[src/hdl/rv64i_instruction_decoder_top_defines.svh]
// assertion macros for the rv64i instruction decoder
// used by rv64i_instruction_decoder_top; no other dependencies
`ifndef RV64I_INSTRUCTION_DECODER_TOP_DEFINES_SVH
`define RV64I_INSTRUCTION_DECODER_TOP_DEFINES_SVH

// same-cycle implication, disabled while reset is asserted
`define RV64ID_ASSERT_IMP(label, clk, rst_n, ante, cons, msg) \
    label: assert property (@(posedge clk) disable iff (!(rst_n)) (ante) |-> (cons)) \
        else $error(msg);

// next-cycle implication, disabled while reset is asserted
`define RV64ID_ASSERT_NXT(label, clk, rst_n, ante, cons, msg) \
    label: assert property (@(posedge clk) disable iff (!(rst_n)) (ante) |=> (cons)) \
        else $error(msg);

`endif

[src/hdl/rv64id_pkg.sv]
// shared types and constants for the rv64i instruction decoder
// no dependencies; imported by rv64i_instruction_decoder_top
package rv64id_pkg;

    // width of the running instruction address
    localparam int ADDR_W = 32;

    // major opcodes
    localparam logic [6:0] OPC_OP     = 7'b0110011;
    localparam logic [6:0] OPC_OP_IMM = 7'b0010011;
    localparam logic [6:0] OPC_LOAD   = 7'b0000011;
    localparam logic [6:0] OPC_JALR   = 7'b1100111;
    localparam logic [6:0] OPC_STORE  = 7'b0100011;
    localparam logic [6:0] OPC_BRANCH = 7'b1100011;
    localparam logic [6:0] OPC_JAL    = 7'b1101111;
    localparam logic [6:0] OPC_LUI    = 7'b0110111;

    // funct7 values
    localparam logic [6:0] F7_BASE = 7'b0000000;
    localparam logic [6:0] F7_ALT  = 7'b0100000;

    // funct3 values used by name
    localparam logic [2:0] F3_0 = 3'd0;
    localparam logic [2:0] F3_1 = 3'd1;
    localparam logic [2:0] F3_2 = 3'd2;
    localparam logic [2:0] F3_3 = 3'd3;
    localparam logic [2:0] F3_4 = 3'd4;
    localparam logic [2:0] F3_5 = 3'd5;
    localparam logic [2:0] F3_6 = 3'd6;
    localparam logic [2:0] F3_7 = 3'd7;

    // mnemonic codes
    typedef enum logic [5:0] {
        MN_NONE  = 6'd0,
        MN_ADD   = 6'd1,
        MN_XOR   = 6'd2,
        MN_OR    = 6'd3,
        MN_AND   = 6'd4,
        MN_SLL   = 6'd5,
        MN_SRL   = 6'd6,
        MN_SLT   = 6'd7,
        MN_SLTU  = 6'd8,
        MN_SUB   = 6'd9,
        MN_SRA   = 6'd10,
        MN_ADDI  = 6'd11,
        MN_XORI  = 6'd12,
        MN_ORI   = 6'd13,
        MN_ANDI  = 6'd14,
        MN_SLLI  = 6'd15,
        MN_SRLI  = 6'd16,
        MN_SRAI  = 6'd17,
        MN_SLTI  = 6'd18,
        MN_SLTIU = 6'd19,
        MN_LB    = 6'd20,
        MN_LH    = 6'd21,
        MN_LW    = 6'd22,
        MN_LD    = 6'd23,
        MN_LBU   = 6'd24,
        MN_LHU   = 6'd25,
        MN_LWU   = 6'd26,
        MN_JALR  = 6'd27,
        MN_SB    = 6'd28,
        MN_SH    = 6'd29,
        MN_SW    = 6'd30,
        MN_SD    = 6'd31,
        MN_BEQ   = 6'd32,
        MN_BNE   = 6'd33,
        MN_BLT   = 6'd34,
        MN_BGE   = 6'd35,
        MN_BLTU  = 6'd36,
        MN_BGEU  = 6'd37,
        MN_JAL   = 6'd38,
        MN_LUI   = 6'd39
    } t_mnemonic;

    // instruction format classes
    typedef enum logic [2:0] {
        FMT_NONE = 3'd0,
        FMT_R    = 3'd1,
        FMT_I    = 3'd2,
        FMT_S    = 3'd3,
        FMT_B    = 3'd4,
        FMT_J    = 3'd5,
        FMT_U    = 3'd6
    } t_format;

endpackage

[src/hdl/rv64i_instruction_decoder_top.sv]
// Pipeline: two register stages, the input stage and then the result stage.
// Throughput: one instruction word per cycle while the output is not stalled; the two
// register stages each pass one word per cycle, and an empty input stage takes a word while a result waits downstream.
// Reset (synchronous, active low) empties both stages and sets the address to 0.
// Depends on rv64id_pkg and rv64i_instruction_decoder_top_defines.svh.
`include "rv64i_instruction_decoder_top_defines.svh"

module rv64i_instruction_decoder_top
    import rv64id_pkg::*;
(
    input  logic         i_clk,
    input  logic         i_rst_n,
    // instruction stream in
    input  logic         i_s_axis_tvalid,
    output logic         o_s_axis_tready,
    input  logic [31:0]  i_s_axis_tdata,   // [31:0] instruction_word
    // decoded stream out
    output logic         o_m_axis_tvalid,
    input  logic         i_m_axis_tready,
    // [5:0] mnemonic, [8:6] format_class, [13:9] dest_reg, [18:14] src1_reg,
    // [23:19] src2_reg, [44:24] immediate, [76:45] item_address,
    // [108:77] jump_target, [109] has_target, [111:110] zero
    output logic [111:0] o_m_axis_tdata,
    output logic         o_m_axis_tuser    // [0] is_valid
);

    localparam int SUM_W = ADDR_W + 22;

    typedef struct packed {
        logic               has_target;
        logic [31:0]        jump_target;
        logic [31:0]        item_address;
        logic signed [20:0] immediate;
        logic [4:0]         src2_reg;
        logic [4:0]         src1_reg;
        logic [4:0]         dest_reg;
        t_format            format_class;
        t_mnemonic          mnemonic;
    } t_result;

    logic              r_in_valid;
    logic [31:0]       r_in_word;
    logic [ADDR_W-1:0] r_in_addr;
    logic [ADDR_W-1:0] r_addr;
    logic              r_out_valid;
    t_result           r_out;
    logic              r_out_is_valid;

    logic in_accept;
    logic advance;

    // handshake: result stage frees when empty or being taken
    assign advance         = r_in_valid && (!r_out_valid || i_m_axis_tready);
    assign o_s_axis_tready = !r_in_valid || advance;
    assign in_accept       = i_s_axis_tvalid && o_s_axis_tready;

    // control state
    always_ff @(posedge i_clk) begin
        if (!i_rst_n) begin
            r_in_valid  <= 1'b0;
            r_out_valid <= 1'b0;
            r_addr      <= '0;
        end else begin
            if (in_accept) begin
                r_in_valid <= 1'b1;
                r_addr     <= r_addr + ADDR_W'(4);
            end else if (advance) begin
                r_in_valid <= 1'b0;
            end
            if (advance) begin
                r_out_valid <= 1'b1;
            end else if (i_m_axis_tready) begin
                r_out_valid <= 1'b0;
            end
        end
    end

    // input stage payload: word and its address
    always_ff @(posedge i_clk) begin
        if (in_accept) begin
            r_in_word <= i_s_axis_tdata;
            r_in_addr <= r_addr;
        end
    end

    // field split
    logic [6:0] opcode;
    logic [2:0] f3;
    logic [6:0] f7;
    logic [4:0] rd;
    logic [4:0] rs1;
    logic [4:0] rs2;

    assign opcode = r_in_word[6:0];
    assign f3     = r_in_word[14:12];
    assign f7     = r_in_word[31:25];
    assign rd     = r_in_word[11:7];
    assign rs1    = r_in_word[19:15];
    assign rs2    = r_in_word[24:20];

    // decode
    t_mnemonic          mn;
    t_format            fmt;
    logic signed [20:0] imm;
    logic               use_rd;
    logic               use_rs1;
    logic               use_rs2;

    always_comb begin
        mn      = MN_NONE;
        fmt     = FMT_NONE;
        imm     = '0;
        use_rd  = 1'b0;
        use_rs1 = 1'b0;
        use_rs2 = 1'b0;
        unique case (opcode)
            OPC_OP: begin
                fmt     = FMT_R;
                use_rd  = 1'b1;
                use_rs1 = 1'b1;
                use_rs2 = 1'b1;
                if (f7 == F7_BASE) begin
                    unique case (f3)
                        F3_0:    mn = MN_ADD;
                        F3_1:    mn = MN_SLL;
                        F3_2:    mn = MN_SLT;
                        F3_3:    mn = MN_SLTU;
                        F3_4:    mn = MN_XOR;
                        F3_5:    mn = MN_SRL;
                        F3_6:    mn = MN_OR;
                        default: mn = MN_AND;
                    endcase
                end else if (f7 == F7_ALT) begin
                    if (f3 == F3_0) begin
                        mn = MN_SUB;
                    end else if (f3 == F3_5) begin
                        mn = MN_SRA;
                    end
                end
            end
            OPC_OP_IMM: begin
                fmt     = FMT_I;
                use_rd  = 1'b1;
                use_rs1 = 1'b1;
                imm     = {{9{r_in_word[31]}}, r_in_word[31:20]};
                unique case (f3)
                    F3_0: mn = MN_ADDI;
                    F3_1: begin
                        mn  = MN_SLLI;
                        imm = {15'b0, r_in_word[25:20]};
                    end
                    F3_2: mn = MN_SLTI;
                    F3_3: mn = MN_SLTIU;
                    F3_4: mn = MN_XORI;
                    F3_5: begin
                        // srai whenever any of the upper six bits is set
                        mn  = (r_in_word[31:26] != 6'b0) ? MN_SRAI : MN_SRLI;
                        imm = {15'b0, r_in_word[25:20]};
                    end
                    F3_6:    mn = MN_ORI;
                    default: mn = MN_ANDI;
                endcase
            end
            OPC_LOAD: begin
                fmt     = FMT_I;
                use_rd  = 1'b1;
                use_rs1 = 1'b1;
                imm     = {{9{r_in_word[31]}}, r_in_word[31:20]};
                unique case (f3)
                    F3_0:    mn = MN_LB;
                    F3_1:    mn = MN_LH;
                    F3_2:    mn = MN_LW;
                    F3_3:    mn = MN_LD;
                    F3_4:    mn = MN_LBU;
                    F3_5:    mn = MN_LHU;
                    F3_6:    mn = MN_LWU;
                    default: mn = MN_NONE;
                endcase
            end
            OPC_JALR: begin
                fmt     = FMT_I;
                use_rd  = 1'b1;
                use_rs1 = 1'b1;
                imm     = {{9{r_in_word[31]}}, r_in_word[31:20]};
                mn      = (f3 == F3_0) ? MN_JALR : MN_NONE;
            end
            OPC_STORE: begin
                fmt     = FMT_S;
                use_rs1 = 1'b1;
                use_rs2 = 1'b1;
                imm     = {{9{r_in_word[31]}}, r_in_word[31:25], r_in_word[11:7]};
                unique case (f3)
                    F3_0:    mn = MN_SB;
                    F3_1:    mn = MN_SH;
                    F3_2:    mn = MN_SW;
                    F3_3:    mn = MN_SD;
                    default: mn = MN_NONE;
                endcase
            end
            OPC_BRANCH: begin
                fmt     = FMT_B;
                use_rs1 = 1'b1;
                use_rs2 = 1'b1;
                imm     = {{8{r_in_word[31]}}, r_in_word[31], r_in_word[7],
                           r_in_word[30:25], r_in_word[11:8], 1'b0};
                unique case (f3)
                    F3_0:    mn = MN_BEQ;
                    F3_1:    mn = MN_BNE;
                    F3_4:    mn = MN_BLT;
                    F3_5:    mn = MN_BGE;
                    F3_6:    mn = MN_BLTU;
                    F3_7:    mn = MN_BGEU;
                    default: mn = MN_NONE;
                endcase
            end
            OPC_JAL: begin
                fmt    = FMT_J;
                use_rd = 1'b1;
                mn     = MN_JAL;
                imm    = {r_in_word[31], r_in_word[19:12], r_in_word[20],
                          r_in_word[30:21], 1'b0};
            end
            OPC_LUI: begin
                fmt    = FMT_U;
                use_rd = 1'b1;
                mn     = MN_LUI;
                imm    = {1'b0, r_in_word[31:12]};
            end
            default: begin
                mn = MN_NONE;
            end
        endcase
        // unsupported words clear everything but the address
        if (mn == MN_NONE) begin
            fmt     = FMT_NONE;
            imm     = '0;
            use_rd  = 1'b0;
            use_rs1 = 1'b0;
            use_rs2 = 1'b0;
        end
    end

    // target address and sign of address plus offset
    logic [SUM_W-1:0]  addr_ext;
    logic [SUM_W-1:0]  imm_ext;
    logic [SUM_W-1:0]  sum;
    logic [ADDR_W+31:0] addr_pad;
    logic [ADDR_W+31:0] target_pad;
    logic              is_ctl;

    assign addr_ext   = {22'b0, r_in_addr};
    assign imm_ext    = {{(SUM_W-21){imm[20]}}, imm};
    assign sum        = addr_ext + imm_ext;
    assign addr_pad   = {32'b0, r_in_addr};
    assign target_pad = {32'b0, sum[ADDR_W-1:0]};
    assign is_ctl     = (fmt == FMT_B) || (fmt == FMT_J);

    t_result n_out;

    always_comb begin
        n_out.mnemonic     = mn;
        n_out.format_class = fmt;
        n_out.dest_reg     = use_rd  ? rd  : 5'b0;
        n_out.src1_reg     = use_rs1 ? rs1 : 5'b0;
        n_out.src2_reg     = use_rs2 ? rs2 : 5'b0;
        n_out.immediate    = imm;
        n_out.item_address = addr_pad[31:0];
        n_out.jump_target  = is_ctl ? target_pad[31:0] : 32'b0;
        n_out.has_target   = is_ctl && !sum[SUM_W-1];
    end

    // result stage payload
    always_ff @(posedge i_clk) begin
        if (advance) begin
            r_out          <= n_out;
            r_out_is_valid <= (mn != MN_NONE);
        end
    end

    // output packing
    assign o_m_axis_tvalid = r_out_valid;
    assign o_m_axis_tuser  = r_out_is_valid;
    assign o_m_axis_tdata  = {2'b0, r_out.has_target, r_out.jump_target,
                              r_out.item_address, r_out.immediate, r_out.src2_reg,
                              r_out.src1_reg, r_out.dest_reg, r_out.format_class,
                              r_out.mnemonic};

    // checks
    `RV64ID_ASSERT_NXT(a_addr_step, i_clk, i_rst_n, in_accept,
        r_addr == $past(r_addr) + ADDR_W'(4), "address did not advance by 4")
    `RV64ID_ASSERT_IMP(a_valid_code, i_clk, i_rst_n, r_out_valid,
        r_out_is_valid == (r_out.mnemonic != MN_NONE), "valid flag disagrees with mnemonic")
    `RV64ID_ASSERT_IMP(a_invalid_clear, i_clk, i_rst_n, r_out_valid && !r_out_is_valid,
        (r_out.format_class == FMT_NONE) && (r_out.immediate == '0) && !r_out.has_target,
        "unsupported word left decode fields set")
    `RV64ID_ASSERT_IMP(a_target_fmt, i_clk, i_rst_n, r_out_valid && r_out.has_target,
        (r_out.format_class == FMT_B) || (r_out.format_class == FMT_J),
        "target flagged on a non-control instruction")

endmodule

[config.mk]
export PLATFORM = sky130hd
export DESIGN_NAME = rv64i_instruction_decoder_top
export DESIGN_NICKNAME = d
export VERILOG_FILES = /design/src/hdl/rv64id_pkg.sv /design/src/hdl/rv64i_instruction_decoder_top.sv
export VERILOG_INCLUDE_DIRS = /design/src /design/src/hdl
export SDC_FILE = /design/constraint.sdc
export NUM_CORES = 1
export LEC_CHECK = 0
export BUFFER_PORTS_ARGS = -buffer_cell sky130_fd_sc_hd__buf_4
export CAP_MARGIN = 20
export CORE_MARGIN = 2
export CORE_UTILIZATION = 61
export DETAILED_ROUTE_END_ITERATION = 10
export GPL_ROUTABILITY_DRIVEN = 1
export HOLD_SLACK_MARGIN = 0.02
export PLACE_DENSITY = 0.85
export SLEW_MARGIN = 15
export SYNTH_ARGS = -nofsm -noshare
export SYNTH_HDL_FRONTEND = slang
export SYNTH_SLANG_ARGS = --single-unit
[constraint.sdc]
create_clock -name i_clk -period 14.75 [get_ports i_clk]
set_clock_uncertainty 0.15 [all_clocks]
set_input_delay 0.7375 -clock i_clk [delete_from_list [all_inputs] [get_ports i_clk]]
set_output_delay 0.7375 -clock i_clk [all_outputs]
set_load 0.02 [all_outputs]
-- Word level (Yosys, flattened, before mapping)
Cells that the tools add are included.
- bits in registers: 209
- bits of input ports: 36
- output and inout bits: 115
- logic and storage cells: 84
- add/subtract/negate cells: 2
- eq/ne operators: 18
- mux-type cells: 27
- reduce and logical (&&, ||, !) cells: 22
- operators with widths (operator ; count):
    21-bit one-hot mux with 6 select lines ; 1
    5-bit one-hot mux with 7 select lines ; 2
    6-bit one-hot mux with 8 select lines ; 1
    21-bit two-way mux ; 2
    6-bit one-hot mux with 6 select lines ; 1
    33-bit by 21-bit adder with 34-bit output ; 1
    32-bit by 3-bit adder with 32-bit output, second input constant ; 1
    7-bit by 6-bit equality test with 1-bit output, second input constant ; 4
    4-bit one-hot mux with 7 select lines ; 1
    7-bit equality test, second input constant ; 3
    5-bit one-hot mux with 4 select lines ; 1
    3-bit equality test, second input constant ; 6
    3-bit one-hot mux with 6 select lines ; 1
    4-bit two-way mux ; 3
    6-bit nonzero test ; 2
    6-bit OR reduction ; 2
    1-bit two-way mux ; 11
    7-bit by 2-bit equality test with 1-bit output, second input constant ; 1
    7-bit by 5-bit equality test with 1-bit output, second input constant ; 1
    7-bit zero test ; 1
    3-bit by 2-bit equality test with 1-bit output, second input constant ; 2
    6-bit zero test ; 1
    6-bit two-way mux ; 1
    3-bit OR reduction ; 2
    other kinds (9) ; 17

-- Depth between registers and ports, before layout
Gate-level depths: netlist (run 1).
- depth after elaboration: 11
- depth in mapped cells: 21
- depth with buffers taken out: 17

-- Worst setup path after synthesis (run 1)
OpenSTA, ideal clock, no wires.
- kind: input-to-reg
- from: input i_m_axis_tready
- to: register r_out (netlist bit o_m_axis_tdata[0]), enable pin
- library setup time: 0.591 ns
- arrival time: 5.596 ns
- required time: 14.009 ns
- setup slack: 8.414 ns
- stages: 2
- buffers on the path: 0
- path through: nor2b_1 -> nor2b_1
- cells in the longest elaborated chain, start to end: 2
- RTL lines (what ; RTL line ; text):
    start, declared ; rv64i_instruction_decoder_top.sv:19 ; input logic i_m_axis_tready,
    1-bit logical OR ; rv64i_instruction_decoder_top.sv:53 ; assign advance = r_in_valid && (!r_out_valid || i_m_axis_tready);
    1-bit logical AND ; rv64i_instruction_decoder_top.sv:53 ;
    via advance ; rv64i_instruction_decoder_top.sv:50 ; logic advance;
    end signal, assigned ; rv64i_instruction_decoder_top.sv:275 ; r_out <= n_out;
    end, declared ; rv64i_instruction_decoder_top.sv:46 ; t_result r_out;
The timed path passes the listed nets, and every way through them passes these cells.
A chain may end at the register's enable or synchronous reset.

==> results of run 1 <==
==> cells by family after synthesis <==
| group | Yosys count |
|---|---|
| flip-flops | 203 |
| buffers and inverters | 58 |
| multiplexers | 1 |
| AO/OA/AOI/OAI | 176 |
| adder cells (fa/ha/maj) | 33 |
| AND/OR/NAND/NOR | 252 |
| other | 1 |
| XOR/XNOR | 46 |
==> synth_stat cells (3+ instances only) <==
| library cell | count | area, sq um |
|---|---|---|
| edfxtp_1 | 171 | 5130 |
| or2_2 | 3 | 18.8 |
| buf_4 | 5 | 37.5 |
| a222oi_1 | 5 | 50.1 |
| and2_1 | 35 | 219 |
| nor3b_1 | 8 | 60.1 |
| o211ai_1 | 5 | 37.5 |
| clkbuf_1 | 10 | 37.5 |
| buf_1 | 4 | 15.0 |
| a21o_1 | 13 | 97.6 |
| o21bai_1 | 5 | 37.5 |
| dfxtp_1 | 32 | 641 |
| and3_1 | 9 | 56.3 |
| xor2_1 | 18 | 158 |
| o21a_1 | 7 | 52.6 |
| ha_1 | 32 | 400 |
| buf_2 | 8 | 40.0 |
| a211oi_1 | 10 | 75.1 |
| inv_1 | 26 | 97.6 |
| or3_1 | 10 | 62.6 |
| o21ai_0 | 24 | 120 |
| o31ai_1 | 5 | 37.5 |
| a31oi_1 | 9 | 56.3 |
| nand2_1 | 44 | 165 |
| nor4_1 | 5 | 31.3 |
| and4_1 | 3 | 26.3 |
| nor2_1 | 70 | 263 |
| a21boi_0 | 7 | 52.6 |
| nand2b_1 | 4 | 25.0 |
| xnor2_1 | 28 | 245 |
| a22oi_1 | 13 | 97.6 |
| a211o_1 | 4 | 35.0 |
| nor3_1 | 17 | 85.1 |
| o32a_1 | 3 | 30.0 |
| nor2b_1 | 4 | 25.0 |
| nand3_1 | 18 | 90.1 |
| a21oi_1 | 44 | 220 |
| nand4_1 | 9 | 56.3 |
==> power by group <==
group          switching [mW]  internal [mW]  total, mW
logic                  0.0543         0.0349     0.0891
clock network           0.210          0.353      0.563
registers              0.0196          0.647      0.667
==> through the flow <==
step	setup WS, ns	power (mW)
2_1_floorplan	8.41	0.725
3_3_place_gp	9.03	0.764
3_5_place_dp	8.86	0.767
4_1_cts	8.84	1.32
5_1_grt	8.41	1.36
6_report	8.80	1.32
==> layout make-up <==
class	count	area, sq um	area share, %
sequential	203	5780	50.8
multi-input combinational	513	3380	29.7
timing repair buffer	152	1150	10.1
clock buffer	24	547	4.81
tap	188	235	2.07
clock inverter	13	191	1.68
inverter	27	101	0.891
==> per-layer routing <==
metal,routed length [um],vias to the layer above,global-route usage [%]
li1,-,3182,-
met5,0,-,0
met4,577,0,8.21
met1,9370,3266,39.9
met2,10600,368,42.8
met3,2030,50,4.88
==> cells in the final DEF, fill, tap and decap left out, types with 5 or more instances in the layout <==
| cell | n |
|---|---|
| edfxtp_1 | 171 |
| buf_4 | 151 |
| nor2_1 | 70 |
| nand2_1 | 44 |
| a21oi_1 | 44 |
| and2_1 | 35 |
| ha_1 | 32 |
| dfxtp_1 | 32 |
| xnor2_1 | 28 |
| inv_1 | 25 |
| o21ai_0 | 24 |
| clkbuf_16 | 21 |
| nand3_1 | 18 |
| xor2_1 | 18 |
| nor3_1 | 17 |
| a22oi_1 | 13 |
| a21o_1 | 13 |
| or3_1 | 10 |
| a211oi_1 | 10 |
| and3_1 | 9 |
| a31oi_1 | 9 |
| nand4_1 | 9 |
| nor3b_1 | 8 |
| o21a_1 | 7 |
| a21boi_0 | 7 |
| clkinv_1 | 5 |
| a222oi_1 | 5 |
| o21bai_1 | 5 |
| o31ai_1 | 5 |
| o211ai_1 | 5 |
| conb_1 | 5 |
| bufinv_16 | 5 |
==> worst max-delay path by stage <==
stage / end / slack [ns] / cells after the start
after global routing: o_m_axis_tdata[101] / 8.41 / 17
after detailed placement: o_m_axis_tdata[109] / 8.86 / 16
final: o_m_axis_tdata[109] / 8.80 / 16
after floorplan: o_m_axis_tdata[0] / 8.41 / 2
after CTS: o_m_axis_tdata[109] / 8.84 / 16
after global placement: o_m_axis_tdata[109] / 9.03 / 16
==> registers in the layout, indices dropped and copies added (netlist names) <==
register / cells
o_m_axis_tdata: 108
r_in_word: 32
r_addr: 30
r_in_addr: 30
o_m_axis_tuser: 1
o_m_axis_tvalid: 1
r_in_valid: 1
==> worst max-delay path: stages (launching register included) <==
cell and delay [ns]:
edfxtp_1 0.66, clkinv_1 0.39, nor3_1 0.26, nor3b_1 0.07, a211o_1 0.26, or4_4 0.57, o31ai_4 0.72, nor2_1 0.20
ha_1 0.42, a21oi_1 0.12, a2111oi_2 0.35, o21ai_1 0.16, a211oi_2 0.35, a31oi_1 0.25, or3_1 0.45, a211o_1 0.32
a21oi_2 0.11
==> impl_results.md, run 1 <==
* Status: completed
* Finish-stage setup viols at 0
* Hold Path Cell Cnt at 1
* Period utilisation layout at roughly two fifths
* Critical path launch point type: register
* Cell Rows at 45
* Vias in the first global route at around 6300
* Clock Path Buffers at 3
* CTS tree: done
* Worst slew margin relative to its limit at between 30 and 40%
* Drt pass-1 iters at 7
* Worst hold endpoint: r_in_word[26]
* Setup TNS at 0 ns
* Synth Area in Adders at under 10%
* FF+latch count, synth at 203
* Hold-fix buffers at CTS at 0
* Input/output buffers at around 150
* Antenna violations before repair at 0
* CP endpoint kind: register
* Area Overhead vs Synth at 21.2%
* Final min period at ~5.9 ns
* Critical path startpoint: r_in_word[4]
* IO Pins at 151
* CTS Root Cell: clkbuf_16
* Global-route wire length before repair at 34.8 mm
* Synth unique cells at between 70 and 80
* Slew Viols, Final at 0
* Synth Area in XOR/XNOR at 4.29%
* Initial DRC Count at 858
* RSZ-0062 raised after global routing: no
* Post-Synthesis Cells at 770
* Post-DRT Antenna Nets at 0
* Avg WL per Cell at between 20 and 25 um
* Main combinational cell family by area after synthesis: simple AND/OR/NAND/NOR gates
* Leak at ~4.4 nW
* Crit path DAT at about 6.1 ns
* Via-per-instance ratio at roughly 6.1
* EDFF count, synth at approximately 170
* Placed Area at between 10000 and 15000 sq um
* Min Hold Slack at approximately 0.27 ns
* Pwr per Cell Area at 116 nW/um^2
* All-layer global routing usage at approximately 27%
* Mapped cell area at around 9400 sq um
* DR vias at about 6900
* Syn Area/Cell at about 12 sq um
* Die area at roughly 16000 sq um
* Largest net degree at the start of global routing at 70
* Post-synth ARST share at 0%
* Register area share after synthesis at between 60% and 70%
* Utilization after layout at 75.1%
* Number of CTS-inserted buffers at 21
* Worst-path clk slew at approximately 0.06 ns
* Hold/Removal Path Class: input port to register
* Die Span Y at 128 um
* Mux cell area share after synthesis at 0.107%
* Data required time of the critical path at between 10 and 15 ns
* Setup bufs post-CTS at 0
* Worst vdd ir at around 100 uV
* Worst Min Path Start: i_s_axis_tdata[26]
* RR Endpoint: o_m_axis_tdata[109]
* Reg2Reg Depth at 16
* Final hold vios at 0
* Core ar. at 15100 sq um
* Reg-to-Reg Start: r_in_word[4]
* Worst-path fanout max at 22
* Post-Synth Simple-Gate Area at between 10% and 20%
* Clock Sinks at 203
* Post-route insts no fill at 1120
* Fillers at 982
* DP HPWL at 16.3 mm
* RePlAce Congestion at between 0.9 and 1
* Placed insts at approximately 1100
* Post-synth top flop: edfxtp_1
* # nets final at about 990
* Post-route DRC at 0
* Kind of critical path: register to register
* H-tree levels at 1
* R2R Setup Slk at a little under 9 ns
* Final Cell Area at 11400 sq um
* Synth warn at 0
* Die width at between 100 and 150 um
* Initial core utilization at 62.0%
* Clock latency on the worst-skew pair at around 0.49 ns
* Synth Area in Compound Gates at 12.9%
* Share of layout cells above drive strength 1 at between 20 and 25%
* ANT cells at 0
* Slew at the pin closest to its max-slew limit at 0.935 ns
* Fmax at between 150 and 200 MHz
* Global route total overflow at 0
* CTS resizes at 0
* Max Cap Viol at 0
* Detailed Route WL at 22.6 mm
Power figures use the tool's default switching activity.
==> inputs of run 2 (changes only) <==
ABC_AREA = 1   (was unset)
CORE_UTILIZATION = 52   (was 61)
PLACE_DENSITY = 0.77   (was 0.85)
clock period = 5 ns   (was 14.75 ns; I/O delays follow)
==> impl_results.md, run 2 <==
* Pwr per Cell Area at ~310 nW/um^2
* Via-per-instance ratio at between 5 and 6
* ANT cells at 0
* Die Span Y at 142 um
* Slew at the pin closest to its max-slew limit at about 0.87 ns
* Mux cell area share after synthesis at 0%
* Fmax at between 200 and 250 MHz
* Data required time of the critical path at between 5 and 6 ns
* Period utilisation layout at between 90% and 100%
* Synth area leaders: edfxtp_1 52%, nand2_1 7.1%, dfxtp_1 6.5%
* Syn Area/Cell at around 9.7 sq um
* Final hold vios at 0
* Synth warn at 0
* Die width at 142 um
* Worst vdd ir at approximately 240 uV
* Register area share after synthesis at between 50% and 60%
* H-tree levels at 1
* Synth Area in Adders at 4.27%
* Most common cell after layout, fill and taps aside: nand2_1
* Top-count cell post-synth: nand2_1
* Crit path DAT at between 4 and 5 ns
* Hold/Removal Path Class: input port to register
* DP HPWL at ~20 mm
* Synth Area in Compound Gates at around a tenth
* Worst-path clk slew at 0.07 ns
* Mapped cell area at about 9800 sq um
* DP Worst Slack at ~0.65 ns
* Main combinational cell family by area after synthesis: simple AND/OR/NAND/NOR gates
* Max reg flops at around 110
* CTS tree: done
* Fillers at 1514
* Largest net degree at the start of global routing at around 100
* Reg-to-Reg Start: r_in_word[4]
* Worst Setup Slack, final at 0.466 ns
* Die area at approximately 20000 sq um
* Synth Area in XOR/XNOR at between 1.5 and 2%
* Final min period at ~4.5 ns
* Detailed Route WL at 26.5 mm
* Worst Min Path Start: i_s_axis_tvalid
* Kind of critical path: register to register
* Most frequent cells in the layout: 186 x nand2_1, 171 x edfxtp_1, 152 x buf_4, 145 x nor2_1, 134 x inv_1
* Post-DRT Antenna Nets at 0
* Status: completed
* Clock Path Buffers at 3
* Share of layout cells above drive strength 1 at 16.9%
* Critical path startpoint: r_in_word[4]
* Synth unique cells at between 40 and 50
* Total power at between 3 and 4 mW
* Critical path launch point type: register
* Global-route wire length before repair at 40.7 mm
* Synth area leader: edfxtp_1
* Post-Synthesis Cells at 1020
* CTS Root Cell: clkbuf_16
* Core ar. at about 19000 sq um
* Cell Rows at 50
* FF+latch count, synth at between 200 and 250
* Setup TNS at 0 ns
* Post-Synth Simple-Gate Area at a little under a fifth
* Leak at 5.36 nW
* Initial core utilization at 52.8%
* Initial DRC Count at between 600 and 700
* Worst slew margin relative to its limit at roughly two fifths
* CP endpoint kind: register
* Finish-stage setup viols at 0
* Global route total overflow at 0
* RSZ-0062 raised after global routing: no
* Post-synth ARST share at 0%
* Input/output buffers at around 150
* Number of CTS-inserted buffers at 21
* Clock Sinks at about 200
* Clock latency on the worst-skew pair at approximately 0.50 ns
* Area Overhead vs Synth at 24.9%
* Top-area cell type share of the netlist area at between 50 and 60%
* Antenna violations before repair at 0
* Post-route DRC at 0
* Avg WL per Cell at 18.1 um
* DR vias at approximately 8100
* Min Hold Slack at about 0.16 ns
* Post-synth top flop: edfxtp_1
* Vias in the first global route at 7426
* Slew Viols, Final at 0
* Worst-path fanout max at 16
* Drt pass-1 iters at 5
* RePlAce Congestion at around 0.98
* EDFF count, synth at 171
* Synth cell count leaders: 186 x nand2_1, 171 x edfxtp_1, 145 x nor2_1
* All-layer global routing usage at about a quarter
* IO Pins at 151
* Max Cap Viol at 0
* Setup bufs post-CTS at 0
* # nets final at between 1000 and 1500
-- run 2: cells by family after synthesis --
| kind of cell | count (synthesis) |
|---|---|
| AND/OR/NAND/NOR | 440 |
| flip-flops | 203 |
| AO/OA/AOI/OAI | 171 |
| buffers and inverters | 154 |
| adder cells (fa/ha/maj) | 33 |
| XOR/XNOR | 18 |
| other | 1 |
-- run 2: power breakdown --
group	internal (mW)	switching [mW]	leakage [nW]
clock network	0.989	0.660	0.349
registers	1.90	0.0372	1.98
logic	0.104	0.179	3.04
total	2.99	0.876	5.36
-- run 2: final timing paths --
kind	slack [ns]	to	cells after the start
min reg2reg	0.31	o_m_axis_tdata[59]	0
max reg2reg	0.47	o_m_axis_tdata[96]	20
min	0.16	r_addr[29]	4
max	0.47	o_m_axis_tdata[96]	20
-- run 2: layer usage --
| layer | share of wire, % | vias to the layer above | GRT usage [%] |
|---|---|---|---|
| met4 | 2.8 | 0 | 8.26 |
| met3 | 7.0 | 49 | 2.94 |
| li1 | - | 3899 | - |
| met5 | 0 | - | 0 |
| met1 | 46 | 3806 | 40.1 |
| met2 | 44 | 359 | 39.8 |
-- run 2: final cells by class --
type | instances | area (sq um) | area share, %
tap | 234 | 293 | 2.38
timing repair buffer | 187 | 1500 | 12.2
sequential | 203 | 5780 | 47.0
clock buffer | 24 | 537 | 4.37
clock inverter | 13 | 185 | 1.51
multi-input combinational | 667 | 3480 | 28.3
inverter | 138 | 518 | 4.21
-- run 2: through the flow --
stage,utilization [%],instances,cell area [sq um]
after global placement,60.2,1395,11200
final,65.9,1466,12300
after floorplan,-,1024,9860
after CTS,65.9,1466,12300
after global routing,65.9,1466,12300
after detailed placement,60.2,1395,11200
-- run 2: what timing repair did --
item	4_1_cts	5_1_grt
endpoints found under the hold margin	49	0
gates resized for setup	0	0
hold buffers	34	0
-- run 2: critical path: stages (launching register included) --
cell,delay [ns]
edfxtp_1,0.46
inv_1,0.08
nand2_1,0.09
nor2_2,0.34
nand3_2,0.41
nand3_1,0.23
nor2_1,0.09
nand3_1,0.11
nor2_1,0.07
nand3_2,0.10
buf_4,0.22
o21ai_0,0.11
inv_1,0.13
ha_1,0.25
nand3_1,0.08
nand3_1,0.13
a21boi_0,0.38
o21ai_1,0.22
a21boi_0,0.34
or2_1,0.16
a21oi_1,0.07
